[src/sv/multi_slot_timeout_monitor_assert.svh]
// assertion macros for the multi-slot timeout monitor
// no dependencies; taken in by the top level
`ifndef MULTI_SLOT_TIMEOUT_MONITOR_ASSERT_SVH
`define MULTI_SLOT_TIMEOUT_MONITOR_ASSERT_SVH
`ifndef NO_ASSERTIONS
`define MSTM_ASSERT_IMPL(label, clk, rst, ante, cons) \
   label: assert property (@(posedge clk) disable iff (rst) (ante) |-> (cons)) \
      else $error("assertion failed: same-cycle implication");
`define MSTM_ASSERT_NEXT(label, clk, rst, ante, cons) \
   label: assert property (@(posedge clk) disable iff (rst) (ante) |=> (cons)) \
      else $error("assertion failed: next-cycle implication");
`else
`define MSTM_ASSERT_IMPL(label, clk, rst, ante, cons)
`define MSTM_ASSERT_NEXT(label, clk, rst, ante, cons)
`endif
`endif

[src/sv/mstm_pkg.sv]
// shared types and constants for the multi-slot timeout monitor
// no dependencies
package mstm_pkg;

   localparam int NUM_SLOTS_DEF = 16;
   localparam int SLOT_W        = 4;
   localparam int TIME_W        = 32;
   localparam int MASK_W        = 16;
   localparam logic [TIME_W-1:0] TICK_STEP = 32'd1;

   typedef enum logic [1:0] {
      OP_TICK   = 2'd0,
      OP_ADD    = 2'd1,
      OP_REMOVE = 2'd2,
      OP_KICK   = 2'd3
   } opcode_type;

   typedef enum logic [1:0] {
      STATUS_OK        = 2'd0,
      STATUS_INVALID   = 2'd1,
      STATUS_NOT_ARMED = 2'd2
   } status_type;

   typedef enum logic [1:0] {
      ST_IDLE,
      ST_SCAN,
      ST_LAST
   } state_type;

   typedef struct packed {
      opcode_type        opcode;
      logic [SLOT_W-1:0] slot;
      logic [TIME_W-1:0] period;
   } req_type;

   typedef struct packed {
      status_type        status;
      logic [MASK_W-1:0] expired_mask;
   } rsp_type;

   typedef struct packed {
      logic clear;
      logic valid;
      logic armed;
   } scan_ctl_type;

endpackage

[src/sv/mstm_ram.sv]
// generic single-write, single-read ram with registered read data
// no dependencies
module mstm_ram #(
   parameter int WIDTH = 32,
   parameter int DEPTH = 16
) (
   input  logic                                   clock,
   input  logic                                   wr_en,
   input  logic [(DEPTH > 1 ? $clog2(DEPTH) : 1)-1:0] wr_addr,
   input  logic [WIDTH-1:0]                       wr_data,
   input  logic [(DEPTH > 1 ? $clog2(DEPTH) : 1)-1:0] rd_addr,
   output logic [WIDTH-1:0]                       rd_data
);
   logic [WIDTH-1:0] mem_ff [DEPTH];
   logic [WIDTH-1:0] rd_data_ff;

   always_ff @(posedge clock) begin
      if (wr_en) begin
         mem_ff[wr_addr] <= wr_data;
      end
      rd_data_ff <= mem_ff[rd_addr];
   end

   assign rd_data = rd_data_ff;
endmodule

[src/sv/mstm_expiry.sv]
// shared expiry compare unit: one slot per cycle, accumulates the expired mask
// depends on mstm_pkg
module mstm_expiry #(
   parameter int IDX_W = 4
) (
   input  logic                        clock,
   input  mstm_pkg::scan_ctl_type      ctl,
   input  logic [IDX_W-1:0]            idx,
   input  logic [mstm_pkg::TIME_W-1:0] tick_count,
   input  logic [mstm_pkg::TIME_W-1:0] stamp,
   input  logic [mstm_pkg::TIME_W-1:0] period,
   output logic [mstm_pkg::MASK_W-1:0] mask_next
);
   import mstm_pkg::*;

   logic [MASK_W-1:0] mask_ff;
   logic [MASK_W-1:0] mask_in;
   logic [TIME_W-1:0] age;
   logic              hit;

   always_comb begin
      age       = tick_count - stamp;
      hit       = ctl.valid && ctl.armed && (age > period);
      mask_next = hit ? (mask_ff | (MASK_W'(1) << idx)) : mask_ff;
      if (ctl.clear) begin
         mask_in = '0;
      end else begin
         mask_in = mask_next;
      end
   end

   always_ff @(posedge clock) begin
      mask_ff <= mask_in;
   end
endmodule

[src/sv/multi_slot_timeout_monitor.sv]
// top level of the multi-slot timeout monitor: sequencer, slot flags, tick counter
// depends on mstm_pkg, mstm_ram, mstm_expiry and multi_slot_timeout_monitor_assert.svh
//
//   channel   handshake            payload
//   request   start / busy         req_item (opcode, slot, period)
//   response  rsp_strobe           rsp_item (status, expired_mask)
//
// add, remove and kick: result in the cycle after acceptance, block free again at once.
// tick: the compare unit walks the first min(NUM_SLOTS,16) slots one entry a cycle;
//   busy stays high until the result, which is shown in the cycle that busy falls.
// reset clears the slot flags, the tick counter and the sequencer; the stamp and
//   period memories are not cleared, and their contents count only for armed slots.
// the result is shown for one cycle and cannot be held off.
`include "multi_slot_timeout_monitor_assert.svh"

module multi_slot_timeout_monitor #(
   parameter int NUM_SLOTS = mstm_pkg::NUM_SLOTS_DEF
) (
   input  logic              clock,
   input  logic              reset,
   input  logic              start,
   output logic              busy,
   input  mstm_pkg::req_type req_item,
   output logic              rsp_strobe,
   output mstm_pkg::rsp_type rsp_item
);
   import mstm_pkg::*;

   localparam int IDX_W  = (NUM_SLOTS > 1) ? $clog2(NUM_SLOTS) : 1;
   localparam int SCAN_N = (NUM_SLOTS < MASK_W) ? NUM_SLOTS : MASK_W;
   localparam logic [IDX_W-1:0] LAST_IDX = IDX_W'(SCAN_N - 1);

   state_type          state_ff, state_in;
   logic [IDX_W-1:0]   scan_idx_ff, scan_idx_in;
   logic [IDX_W-1:0]   cmp_idx_ff, cmp_idx_in;
   logic               rd_pend_ff, rd_pend_in;
   logic [NUM_SLOTS-1:0] armed_ff, armed_in;
   logic [TIME_W-1:0]  tick_ff, tick_in;
   logic               strobe_ff, strobe_in;
   rsp_type            rsp_ff, rsp_in;

   logic               stamp_we;
   logic               period_we;
   logic [IDX_W-1:0]   wr_idx;
   logic               slot_ok;
   logic [TIME_W-1:0]  stamp_rd;
   logic [TIME_W-1:0]  period_rd;
   logic [MASK_W-1:0]  mask_next;
   scan_ctl_type       scan_ctl;

   assign wr_idx  = IDX_W'(req_item.slot);
   assign slot_ok = (32'(req_item.slot) < 32'(NUM_SLOTS));
   assign busy    = (state_ff != ST_IDLE);

   always_comb begin
      state_in       = state_ff;
      scan_idx_in    = scan_idx_ff;
      cmp_idx_in     = scan_idx_ff;
      rd_pend_in     = 1'b0;
      armed_in       = armed_ff;
      tick_in        = tick_ff;
      strobe_in      = 1'b0;
      rsp_in         = rsp_ff;
      stamp_we       = 1'b0;
      period_we      = 1'b0;
      scan_ctl.clear = 1'b0;
      scan_ctl.valid = rd_pend_ff;
      scan_ctl.armed = armed_ff[cmp_idx_ff];
      case (state_ff)
         ST_IDLE: begin
            if (start) begin
               if (req_item.opcode == OP_TICK) begin
                  scan_ctl.clear = 1'b1;
                  scan_idx_in    = '0;
                  state_in       = ST_SCAN;
               end else begin
                  strobe_in           = 1'b1;
                  rsp_in.expired_mask = '0;
                  rsp_in.status       = STATUS_OK;
                  if (!slot_ok) begin
                     rsp_in.status = STATUS_INVALID;
                  end else begin
                     case (req_item.opcode)
                        OP_ADD: begin
                           if (req_item.period == '0) begin
                              rsp_in.status = STATUS_INVALID;
                           end else begin
                              stamp_we         = 1'b1;
                              period_we        = 1'b1;
                              armed_in[wr_idx] = 1'b1;
                           end
                        end
                        OP_REMOVE: begin
                           if (armed_ff[wr_idx]) begin
                              armed_in[wr_idx] = 1'b0;
                           end else begin
                              rsp_in.status = STATUS_NOT_ARMED;
                           end
                        end
                        OP_KICK: begin
                           stamp_we = 1'b1;
                        end
                        default: begin
                        end
                     endcase
                  end
               end
            end
         end
         ST_SCAN: begin
            rd_pend_in = 1'b1;
            cmp_idx_in = scan_idx_ff;
            if (scan_idx_ff == LAST_IDX) begin
               state_in = ST_LAST;
            end else begin
               scan_idx_in = scan_idx_ff + IDX_W'(1);
            end
         end
         ST_LAST: begin
            strobe_in           = 1'b1;
            rsp_in.status       = STATUS_OK;
            rsp_in.expired_mask = mask_next;
            tick_in             = tick_ff + TICK_STEP;
            state_in            = ST_IDLE;
         end
         default: begin
            state_in = ST_IDLE;
         end
      endcase
   end

   always_ff @(posedge clock) begin
      if (reset) begin
         state_ff   <= ST_IDLE;
         rd_pend_ff <= 1'b0;
         armed_ff   <= '0;
         tick_ff    <= '0;
         strobe_ff  <= 1'b0;
      end else begin
         state_ff   <= state_in;
         rd_pend_ff <= rd_pend_in;
         armed_ff   <= armed_in;
         tick_ff    <= tick_in;
         strobe_ff  <= strobe_in;
      end
   end

   always_ff @(posedge clock) begin
      scan_idx_ff <= scan_idx_in;
      cmp_idx_ff  <= cmp_idx_in;
      rsp_ff      <= rsp_in;
   end

   mstm_ram #(
      .WIDTH(TIME_W),
      .DEPTH(NUM_SLOTS)
   ) u_stamp_ram (
      .clock  (clock),
      .wr_en  (stamp_we),
      .wr_addr(wr_idx),
      .wr_data(tick_ff),
      .rd_addr(scan_idx_ff),
      .rd_data(stamp_rd)
   );

   mstm_ram #(
      .WIDTH(TIME_W),
      .DEPTH(NUM_SLOTS)
   ) u_period_ram (
      .clock  (clock),
      .wr_en  (period_we),
      .wr_addr(wr_idx),
      .wr_data(req_item.period),
      .rd_addr(scan_idx_ff),
      .rd_data(period_rd)
   );

   mstm_expiry #(
      .IDX_W(IDX_W)
   ) u_expiry (
      .clock     (clock),
      .ctl       (scan_ctl),
      .idx       (cmp_idx_ff),
      .tick_count(tick_ff),
      .stamp     (stamp_rd),
      .period    (period_rd),
      .mask_next (mask_next)
   );

   assign rsp_strobe = strobe_ff;
   assign rsp_item   = rsp_ff;

   `MSTM_ASSERT_IMPL(a_no_result_while_busy, clock, reset, busy, !rsp_strobe)
   `MSTM_ASSERT_NEXT(a_tick_goes_busy, clock, reset,
      start && !busy && (req_item.opcode == OP_TICK), busy)
   `MSTM_ASSERT_NEXT(a_slot_op_result, clock, reset,
      start && !busy && (req_item.opcode != OP_TICK),
      rsp_strobe && (rsp_item.expired_mask == '0))
   `MSTM_ASSERT_IMPL(a_scan_end_result, clock, reset, $fell(busy),
      rsp_strobe && (rsp_item.status == STATUS_OK))
endmodule

[config.mk]
export PLATFORM = sky130hd
export DESIGN_NAME = multi_slot_timeout_monitor
export DESIGN_NICKNAME = d
export VERILOG_FILES = /design/src/sv/mstm_pkg.sv /design/src/sv/mstm_ram.sv /design/src/sv/mstm_expiry.sv /design/src/sv/multi_slot_timeout_monitor.sv
export VERILOG_INCLUDE_DIRS = /design/src /design/src/sv
export SDC_FILE = /design/constraint.sdc
export NUM_CORES = 1
export LEC_CHECK = 0
export ABC_AREA = 1
export BUFFER_PORTS_ARGS = -buffer_cell sky130_fd_sc_hd__buf_2
export CAP_MARGIN = 10
export CORE_UTILIZATION = 48
export DETAILED_ROUTE_END_ITERATION = 10
export HOLD_SLACK_MARGIN = 0.1
export PLACE_DENSITY = 0.63
export SYNTH_ARGS = -nofsm -noshare
export SYNTH_HDL_FRONTEND = slang
export SYNTH_SLANG_ARGS = --single-unit
[constraint.sdc]
create_clock -name clock -period 4.7 [get_ports clock]
set_clock_uncertainty 0.1 [all_clocks]
set_input_delay 1.175 -clock clock [delete_from_list [all_inputs] [get_ports clock]]
set_output_delay 1.175 -clock clock [all_outputs]
set_load 0.05 [all_outputs]
Word level (Yosys, flattened, before mapping)
Memory sizes are Yosys's and may differ from the RTL's. A register that Yosys moved wholly into a read port is not among the register bits.
Index checks and enable logic that the tools add are counted.

storage, ports and cells
  register bits = 94
  bits in writable memories = 1024
  input bits = 41
  output and inout bits = 20
  memories = 2

cells by class
  add/sub/neg operators = 3
  order comparisons = 4
  equality and inequality tests = 13
  shifts and indexed selects = 1
  mux-type cells = 44
  bitwise gates (word level) = 5
  reductions and logical operators = 14

memories
  name                 words  bits a word  read ports  clocked after memory_dff  write ports  line            text
  u_period_ram.mem_ff  16     32           1           1                         1            mstm_ram.sv:14  logic [WIDTH-1:0] mem_ff [DEPTH];
  u_stamp_ram.mem_ff   16     32           1           1                         1            mstm_ram.sv:14

operators with widths
  kind                                                                   number
  16-bit two-way mux                                                     3
  18-bit two-way mux                                                     2
  18-bit case mux with 2 select lines                                    1
  32-bit by 1-bit adder with 32-bit output (second input constant)       1
  32-bit > comparator                                                    1
  32-bit zero test                                                       1
  16-bit OR                                                              2
  16-bit case mux with 2 select lines                                    1
  32-bit subtractor                                                      1
  1-bit two-way mux                                                      22
  16-bit bitwise AND                                                     1
  16-bit inverter                                                        1
  1-bit by 4-bit << shifter with 16-bit output (first input constant)    1
  2-bit != test (second input constant)                                  7
  4-bit two-way mux                                                      3
  4-bit by 5-bit < comparator with 1-bit output (second input constant)  2
  1-bit binary-select mux with 4-bit select                              2
  2-bit two-way mux                                                      4
  2-bit case mux with 2 select lines                                     2
  4-bit case mux with 2 select lines                                     1
  2-bit nonzero test                                                     4
  2-bit equality test (second input constant)                            3
  3-bit AND reduction                                                    2
  6-bit AND reduction                                                    1
  other kinds (10)                                                       15

Depth between registers and ports, before layout
Gate-level depths: netlist (run 1).

  word-level depth = 8
  gate-level depth with buffers = 25
  mapped depth without buffers = 24

By module
From an unflattened synthesis (run 1), not the netlist that was laid out.

unflattened totals
  cells, all modules = 5488
  area total of the unflattened synthesis = 53576.4 um2

by module, submodules not included
  module                      times used  cells an instance  area an instance (um2)  sequential area each (um2)
  mstm_ram at u_period_ram    1           2120               22744.3                 16015.4
  mstm_ram at u_stamp_ram     1           2120               22730.6                 16015.4
  multi_slot_timeout_monitor  1           648                4410.5                  1781.7
  mstm_expiry                 1           600                3691.0                  320.3

Least setup slack after synthesis (run 1)
Ideal clock, no wire load.

  kind = input port to flip-flop
  start point = input req_item[36] in the netlist's numbering
  end point = memory u_period_ram.mem_ff[10][0], enable pin
  library setup time = 0.421 ns
  data arrival time = 3.410 ns
  data required time = 4.179 ns
  setup slack = 0.768 ns
  stages = 8
  cell sequence = inv_1 -> ha_1 -> nor2_1 -> inv_1 -> nor2_1 -> inv_1 -> clkbuf_1 -> nor2_1

between the ends
  cells in the longest elaborated chain, start to end = 7
  elaborated cells on any way between the ends = 8

RTL lines
  item                                            line                              text
  start: declaration                              multi_slot_timeout_monitor.sv:23  input mstm_pkg::req_type req_item,
  2-bit by 1-bit equality test with 1-bit output  multi_slot_timeout_monitor.sv:83  case (req_item.opcode)
  1-bit two-way mux                               multi_slot_timeout_monitor.sv:83
  1-bit two-way mux *                             multi_slot_timeout_monitor.sv:72  if (req_item.opcode == OP_TICK) begin
  1-bit two-way mux *                             multi_slot_timeout_monitor.sv:71  if (start) begin
  1-bit two-way mux *                             multi_slot_timeout_monitor.sv:69  case (state_ff)
  1-bit two-way mux *                             mstm_ram.sv:18                    if (wr_en) begin
  1-bit two-way mux (implied by the code) *       mstm_ram.sv:19                    mem_ff[wr_addr] <= wr_data;
  end: declaration                                mstm_ram.sv:14

Every way passes the cells marked *; elsewhere a longest branch is shown, timed or not.

Worst setup path in the final report (run 1)
  start point = register tick_ff[0]
  end point = register rsp_ff (netlist bit rsp_item[14]), data pin

between the ends
  cells in the longest elaborated chain, start to end = 5

RTL lines
  item                                 line                               text
  start: declaration                   multi_slot_timeout_monitor.sv:38   logic [TIME_W-1:0] tick_ff, tick_in;
  start signal: assignment             multi_slot_timeout_monitor.sv:143  tick_ff <= tick_in;
  32-bit subtractor                    mstm_expiry.sv:22                  age = tick_count - stamp;
  32-bit > comparator                  mstm_expiry.sv:23                  hit = ctl.valid && ctl.armed && (age > period);
  1-bit logical AND                    mstm_expiry.sv:23
  16-bit two-way mux                   mstm_expiry.sv:24                  mask_next = hit ? (mask_ff | (MASK_W'(1) << idx)) : mask_ff;
  18-bit case mux with 2 select lines  multi_slot_timeout_monitor.sv:69
  end signal: assignment               multi_slot_timeout_monitor.sv:151  rsp_ff <= rsp_in;
  end: declaration                     multi_slot_timeout_monitor.sv:40   rsp_type rsp_ff, rsp_in;

No other way between the ends.
A chain may end at the register's enable or synchronous reset.

==> results of run 1 <==
==> power by group <==
part           internal, mW  switching, mW  leakage [nW]  total (mW)
sequential             11.5         0.0457          11.1        11.5
combinational         0.393          0.946          6.31        1.34
clock                  5.47           3.86          1.90        9.34
total                  17.3           4.86          19.3        22.2
==> kinds of logic after synthesis <==
family	share of synthesized area
AOI/OAI and AO/OA	0.09680
xor gates and xnor gates	0.006496
adders and majority gates	0.01820
buffers and inverters	0.03542
DFF	0.7032
muxes	0.02124
and+or+nand+nor	0.1186
==> metrics by stage <==
| stage | worst slack, ps | power, mW | hold WS (ps) | area, µm² |
|---|---|---|---|---|
| 3_5_place_dp | 192.9 | 13.06 | 348.7 | 50990 |
| 3_3_place_gp | 279.9 | 13.05 | 342.3 | 50990 |
| 4_1_cts | 170.4 | 22.32 | 358.3 | 54880 |
| 6_report | 382.1 | 22.17 | 354.0 | 54890 |
| 2_1_floorplan | 768.4 | 12.59 | 268.6 | 48540 |
| 5_1_grt | 75.59 | 22.87 | 368.0 | 54880 |
==> state kept, by name, indices dropped and copies added, names as in the netlist, 4 cells and up, named ones only <==
name / count
u_period_ram.mem_ff: 512
u_stamp_ram.mem_ff: 512
tick_ff: 32
u_period_ram.rd_data: 32
u_stamp_ram.rd_data: 32
rsp_item: 18
u_expiry.mask_ff: 16
cmp_idx_ff: 4
cmp_idx_in: 4
==> worst paths after layout <==
kind / start / endpoint
max reg2reg: tick_ff[0] / rsp_item[14]
max: tick_ff[0] / rsp_item[14]
min reg2reg: u_expiry.mask_ff[4] / u_expiry.mask_ff[4]
min: u_expiry.mask_ff[4] / u_expiry.mask_ff[4]
==> tightest hold or removal path, stage by stage, from the launching register on <==
cell	delay [ps]
dfxtp_1	300
inv_1	60
a21oi_1	60
==> cells in the mapped netlist (2+ instances only) <==
cell type     n  area share
nand2_1     397       0.031
nand4_1      17      0.0022
o211ai_1     26      0.0040
nand2_2       5     0.00064
buf_6         3     0.00070
clkinv_1      2     0.00015
o21bai_1      7      0.0011
nor4_1        5     0.00064
buf_2        63      0.0065
nand3_2       7      0.0014
clkbuf_1    118      0.0091
nand3_1     171       0.018
dfxtp_1     136       0.056
nor2_1      772       0.060
a21boi_0      4     0.00062
xor2_1       25      0.0045
inv_1       191       0.015
ha_1         69       0.018
a21o_1        5     0.00077
o221ai_1    103       0.019
buf_4        15      0.0023
buf_1        11     0.00085
and3_1        2     0.00026
a21oi_1     116       0.012
o21a_1        5     0.00077
o21ai_1       2     0.00021
xnor2_1      11      0.0020
nor2_4        4     0.00093
inv_2         6     0.00046
edfxtp_1   1046        0.65
o32ai_1     153       0.028
nor3_1       41      0.0042
mux2i_1     103       0.021
o21ai_0     297       0.031
==> final cells by class <==
type,instances,area [µm²]
clock inverter,55,564.3
tap,1298,1624
timing repair buffer,156,1521
clock buffer,165,3329
inverter,200,763.2
fill,8296,45260
multi-input combinational,2353,12950
sequential,1182,34130
antenna,1,2.502
==> per-layer routing <==
metal	vias up	track usage	share of wire	wire [µm]
met5	-	0	0.00026	31
met4	4	0.06901	0.025	3019
met3	181	0.03533	0.071	8474
met2	1036	0.3577	0.46	54300
met1	15449	0.3379	0.45	53310
li1	14500	-	-	-
==> metrics.md, run 1 <==
| Metric | Value |
|---|---|
| Outcome | complete, no violations |
| Mapped Area | about 0.049 mm² |
| Post-CTS Resized | 0 |
| Worst path depth | 24 |
| Routability cong. | roughly 0.9 |
| RSZ-0062 raised after global routing | no |
| CTS root buf | clkbuf_16 |
| Share of cells above drive strength 1 | 0.09803 |
| Critical Path Most Common Cell | nand2_1 |
| Nets | slightly above 4000 |
| First-pass GRT wire length | about 180000 µm |
| DP Wirelength | ~65000 µm |
| Seq cells post-synth | 1182 |
| Slew of the pin with the lowest slew margin | ~1200 ps |
| Final Hold Fails | 0 |
| EDFF count, synth | around 1000 |
| Initial Util | 0.4847 |
| GRT Util Overall | 0.2311 |
| Mean Syn Cell Area | between 10 and 15 µm² |
| Worst Path Buf+Inv | 3 |
| Cells after Synth | 3947 |
| Core Region | roughly 0.10 mm² |
| Max Clock Freq | 0.2316 GHz |
| CP startpoint kind | flop |
| Inst Count DP | roughly 5200 |
| Most frequent cells in the layout | edfxtp_1 (1046), nor2_1 (739), nand2_1 (397), o21ai_0 (297), inv_1 (189) |
| Crit path DAT | between 4000 and 5000 ps |
| Final std cells w/o fill | between 5000 and 6000 |
| Post CTS Setup Buffer Count | 0 |
| Critical path endpoint category | flop |
| Period utilization | 0.9187 |
| R2R cell count | 24 |
| Initial antenna violation count | 3 |
| Clk buf depth | 3 |
| Vias in the first global route | roughly 30000 |
| Total number of vias | between 30000 and 40000 |
| Cell variety after synth | 43 |
| DRC errors left | 0 |
| Asr flop ratio synth | 0 |
| Initial detailed-routing violation count | about 3300 |
| Die width | 320.0 µm |
| Hold Crit Depth | 2 |
| Global route overflow | 0 |
| Slowest cell on crit path | fa_1 |
| DRT Pass-1 Iters | 5 |
| Die Ht | around 320 µm |
| Warnings from Yosys | 0 |
| H-tree level count | 3 |
| Kind of critical path | reg2reg |
| Placement row count | 116 |
| Seq/Total Area, Yosys | 0.7032 |
| Hold-fix buffers, CTS | 0 |
| CTS Sinks | 1182 |
| Number of port buffers | 60 |
| Worst Hold Class | reg2reg |
| Layout area overhead | 13.08% |
| Max-cap viol count | 0 |
| Core Util, Final | 0.5481 |
| IR drop worst, VDD | approximately 0.00032 V |
| Crit-path max FO | 16 |
| Crit-path max cell delay | around 400 ps |
| Vias per cell | just under 6 |
| Max Slew Vio Count | 0 |
| Final Setup Violations | 0 |
| R2r setup slk | approximately 380 ps |
| CTS Buf Count | ~120 |
| CTS tree | done |
| Largest net degree at the start of global routing | between 150 and 200 |
| Remaining antenna violation count | 0 |
| CP delay by family, top | compound AO/OA/AOI/OAI gates |
| Io pins | a little over 60 |
| Critical Path, Cell by Cell | inv_1 > ha_1 > inv_1 > fa_1 > nand2_1 > nand2_1 > o21ai_0 > o21ai_0 > a21oi_2 > inv_1 > nand2_1 > nand3_1 > nand2_1 > nand2_1 > ha_1 > nand2_1 > nor2_1 > nand2_1 > nor2_1 > a21boi_1 > nand2_1 > nor2_4 > nand3_1 > a21oi_1 |
| Routed WL | 119100 µm |
| Post-route setup TNS | 0 ps |
| Syn_nets | approximately 4000 |
| Die ar. | 0.1024 mm² |
| Final Critical Period | 4318 ps |
| Clk_lat worst skew | about 700 ps |
| Leakage | 19.30 nW |
| DR WL/cell | about 22 µm |
| Power Density | 404.0 mW/mm² |
| Primary FF master, synth | edfxtp_1 |
| Slew HR | 0.2317 |
| Commonest non-fill, non-tap cell in the layout | edfxtp_1 |
| CP required | just over 5000 ps |
| Clock transition at path regs | around 60 ps |
No activity file was read; power rests on OpenSTA's default activity.
==> run 2, diff against run 1 <==
- CORE_UTILIZATION: 48 -> 37
- CTS_BUF_LIST: default -> sky130_fd_sc_hd__clkbuf_16
- PLACE_DENSITY: 0.63 -> 0.51
- SKIP_LAST_GASP: default -> 1
==> run 2 against run 1 <==
Compared with the run above:
- flip-flop and latch count did not move
- die area rose by 30%
- hold slack barely moved
- first-iteration DRC count fell by 11%
- cell count rose by 8.6%
- critical path type unchanged
- critical endpoint is now rsp_item[13]
- largest cell class unchanged
==> metrics.md, run 2 (synthesized netlist as in run 1, its figures left out) <==
| Metric | Value |
|---|---|
| Most frequent cells in the layout | edfxtp_1 (1046), nor2_1 (739), nand2_1 (397), o21ai_0 (297), inv_1 (227) (was edfxtp_1 (1046), nor2_1 (739), nand2_1 (397), o21ai_0 (297), inv_1 (189)) |
| Max Slew Vio Count | 0 (unchanged) |
| N_diodes | 0 (was 1) |
| Hold-fix buffers, CTS | 0 (unchanged) |
| Die Ht | 364.2 µm (was 320.0 µm) |
| Initial detailed-routing violation count | 2902 (was 3277) |
| Routed WL | 127700 µm (was 119100 µm) |
| Post-route setup TNS | 0 ps (unchanged) |
| Commonest non-fill, non-tap cell in the layout | edfxtp_1 (unchanged) |
| Largest regs | u_period_ram.mem_ff: 512 flops, u_stamp_ram.mem_ff: 512 flops (unchanged) |
| Crit path DAT | 4680 ps (was 4720 ps) |
| Inst Count DP | 5648 (was 5189) |
| Share of cells above drive strength 1 | 0.09577 (was 0.09803) |
| Worst Path Buf+Inv | 4 (was 3) |
| CP startpoint kind | flop (unchanged) |
| Critical path endpoint category | flop (unchanged) |
| Period utilization | 0.8890 (was 0.9187) |
| Slew HR | 0.2187 (was 0.2317) |
| Final std cells w/o fill | 5877 (was 5410) |
| DRC errors left | 0 (unchanged) |
| H-tree level count | 3 (unchanged) |
| Clk_lat worst skew | 750 ps (was 700 ps) |
| Total number of vias | 30956 (was 31170) |
| Crit-path max cell delay | 390 ps (was 400 ps) |
| First-pass GRT wire length | 192400 µm (was 179300 µm) |
| Kind of critical path | reg2reg (unchanged) |
| Tot Pwr | 22.07 mW (was 22.17 mW) |
| Final Setup Violations | 0 (unchanged) |
| Post CTS Setup Buffer Count | 0 (unchanged) |
| Die width | 364.2 µm (was 320.0 µm) |
| CTS Buf Count | 121 (was 116) |
| Register area | 0.03413 mm² (unchanged) |
| Max-cap viol count | 0 (unchanged) |
| Outcome | complete, no violations (unchanged) |
| Final Critical Period | 4178 ps (was 4318 ps) |
| CTS root buf | clkbuf_16 (unchanged) |
| Critical Path Most Common Cell | nand2_1 (unchanged) |
| Slowest cell on crit path | fa_1 (unchanged) |
| Multi-input gate area | 0.01294 mm² (was 0.01295 mm²) |
| Setup Slack @ Placement | 80.09 ps (was 192.9 ps) |
| CP required | 5200 ps (was 5110 ps) |
| Max Clock Freq | 0.2393 GHz (was 0.2316 GHz) |
| Power Density | 397.6 mW/mm² (was 404.0 mW/mm²) |
| Io pins | 61 (unchanged) |
| Core Region | 0.1298 mm² (was 0.1001 mm²) |
| Largest net degree at the start of global routing | 200 (was 164) |
| Leakage | 19.49 nW (was 19.30 nW) |
| Slew of the pin with the lowest slew margin | 1172 ps (was 1151 ps) |
| Routability cong. | 0.8486 (was 0.9182) |
| Clk buf depth | 3 (unchanged) |
| IR drop worst, VDD | 0.0003331 V (was 0.0003249 V) |
| Layout area overhead | 14.35% (was 13.08%) |
| Nets | 4140 (was 4120) |
| GRT Util Overall | 0.1928 (was 0.2311) |
| Core Util, Final | 0.4276 (was 0.5481) |
| Vias per cell | 5.267 (was 5.762) |
| Initial Util | 0.3739 (was 0.4847) |
| Die ar. | 0.1326 mm² (was 0.1024 mm²) |
| RSZ-0062 raised after global routing | no (unchanged) |
| Number of port buffers | 60 (unchanged) |
| Global route overflow | 0 (unchanged) |
| Initial antenna violation count | 3 (unchanged) |
| CTS Sinks | 1182 (unchanged) |
| Placement row count | 132 (was 116) |
| Worst Hold Class | reg2reg (unchanged) |
| Final WS setup | 521.9 ps (was 382.1 ps) |
| DR WL/cell | 21.73 µm (was 22.02 µm) |
| Post-CTS Resized | 0 (unchanged) |
| Remaining antenna violation count | 0 (unchanged) |
| Final Hold Fails | 0 (unchanged) |
| R2r setup slk | 520 ps (was 380 ps) |
| Fillers | 12133 (was 8296) |
| DRT Pass-1 Iters | 6 (was 5) |
| Post-placement cell area | 0.05169 mm² (was 0.05099 mm²) |
| CTS tree | done (unchanged) |
| Finished Cell Area | 0.05550 mm² (was 0.05489 mm²) |
| Crit-path max FO | 16 (unchanged) |
| CP delay by family, top | simple AND/OR/NAND/NOR gates (was compound AO/OA/AOI/OAI gates) |
| Vias in the first global route | 30190 (was 29587) |
| Clock transition at path regs | 60 ps (about the same) |
| WHS | 354.4 ps (was 354.0 ps) |
| DP Wirelength | 69870 µm (was 65090 µm) |
run 2: worst paths after layout:
check | start | end | cells past startpoint
max | tick_ff[0] | rsp_item[13] | 25
min reg2reg | u_expiry.mask_ff[5] | u_expiry.mask_ff[5] | 2
max reg2reg | tick_ff[0] | rsp_item[13] | 25
min | u_expiry.mask_ff[5] | u_expiry.mask_ff[5] | 2
run 2: worst reg2reg max path: cells and delay by family (launching register included):
| family | cells | cell delay (ps) |
|---|---|---|
| compound gates | 5 | 1140 |
| fa+ha+maj | 3 | 820 |
| buf+inv | 4 | 420 |
| flops | 1 | 310 |
| simple gates | 13 | 1260 |
run 2: report_power, final:
part / leakage, nW / switching (mW) / internal, mW
combinational: 6.39 / 0.970 / 0.402
clock: 2.01 / 4.01 / 5.19
sequential: 11.1 / 0.0475 / 11.5
total: 19.5 / 5.02 / 17.0
run 2: final cells by class:
type,instances,area share
Timing Repair Buffer,171,0.03012
Clock buffer,124,0.05591
Tap cell,1742,0.03927
Clock inverter,105,0.01274
Inverter,200,0.01377
Sequential cell,1182,0.6150
Multi-Input combinational cell,2353,0.2332
run 2: metal layers:
layer	track usage	share of wire
met5	0	0
met4	0.04770	0.018
met3	0.02437	0.049
met2	0.3126	0.47
met1	0.2739	0.46
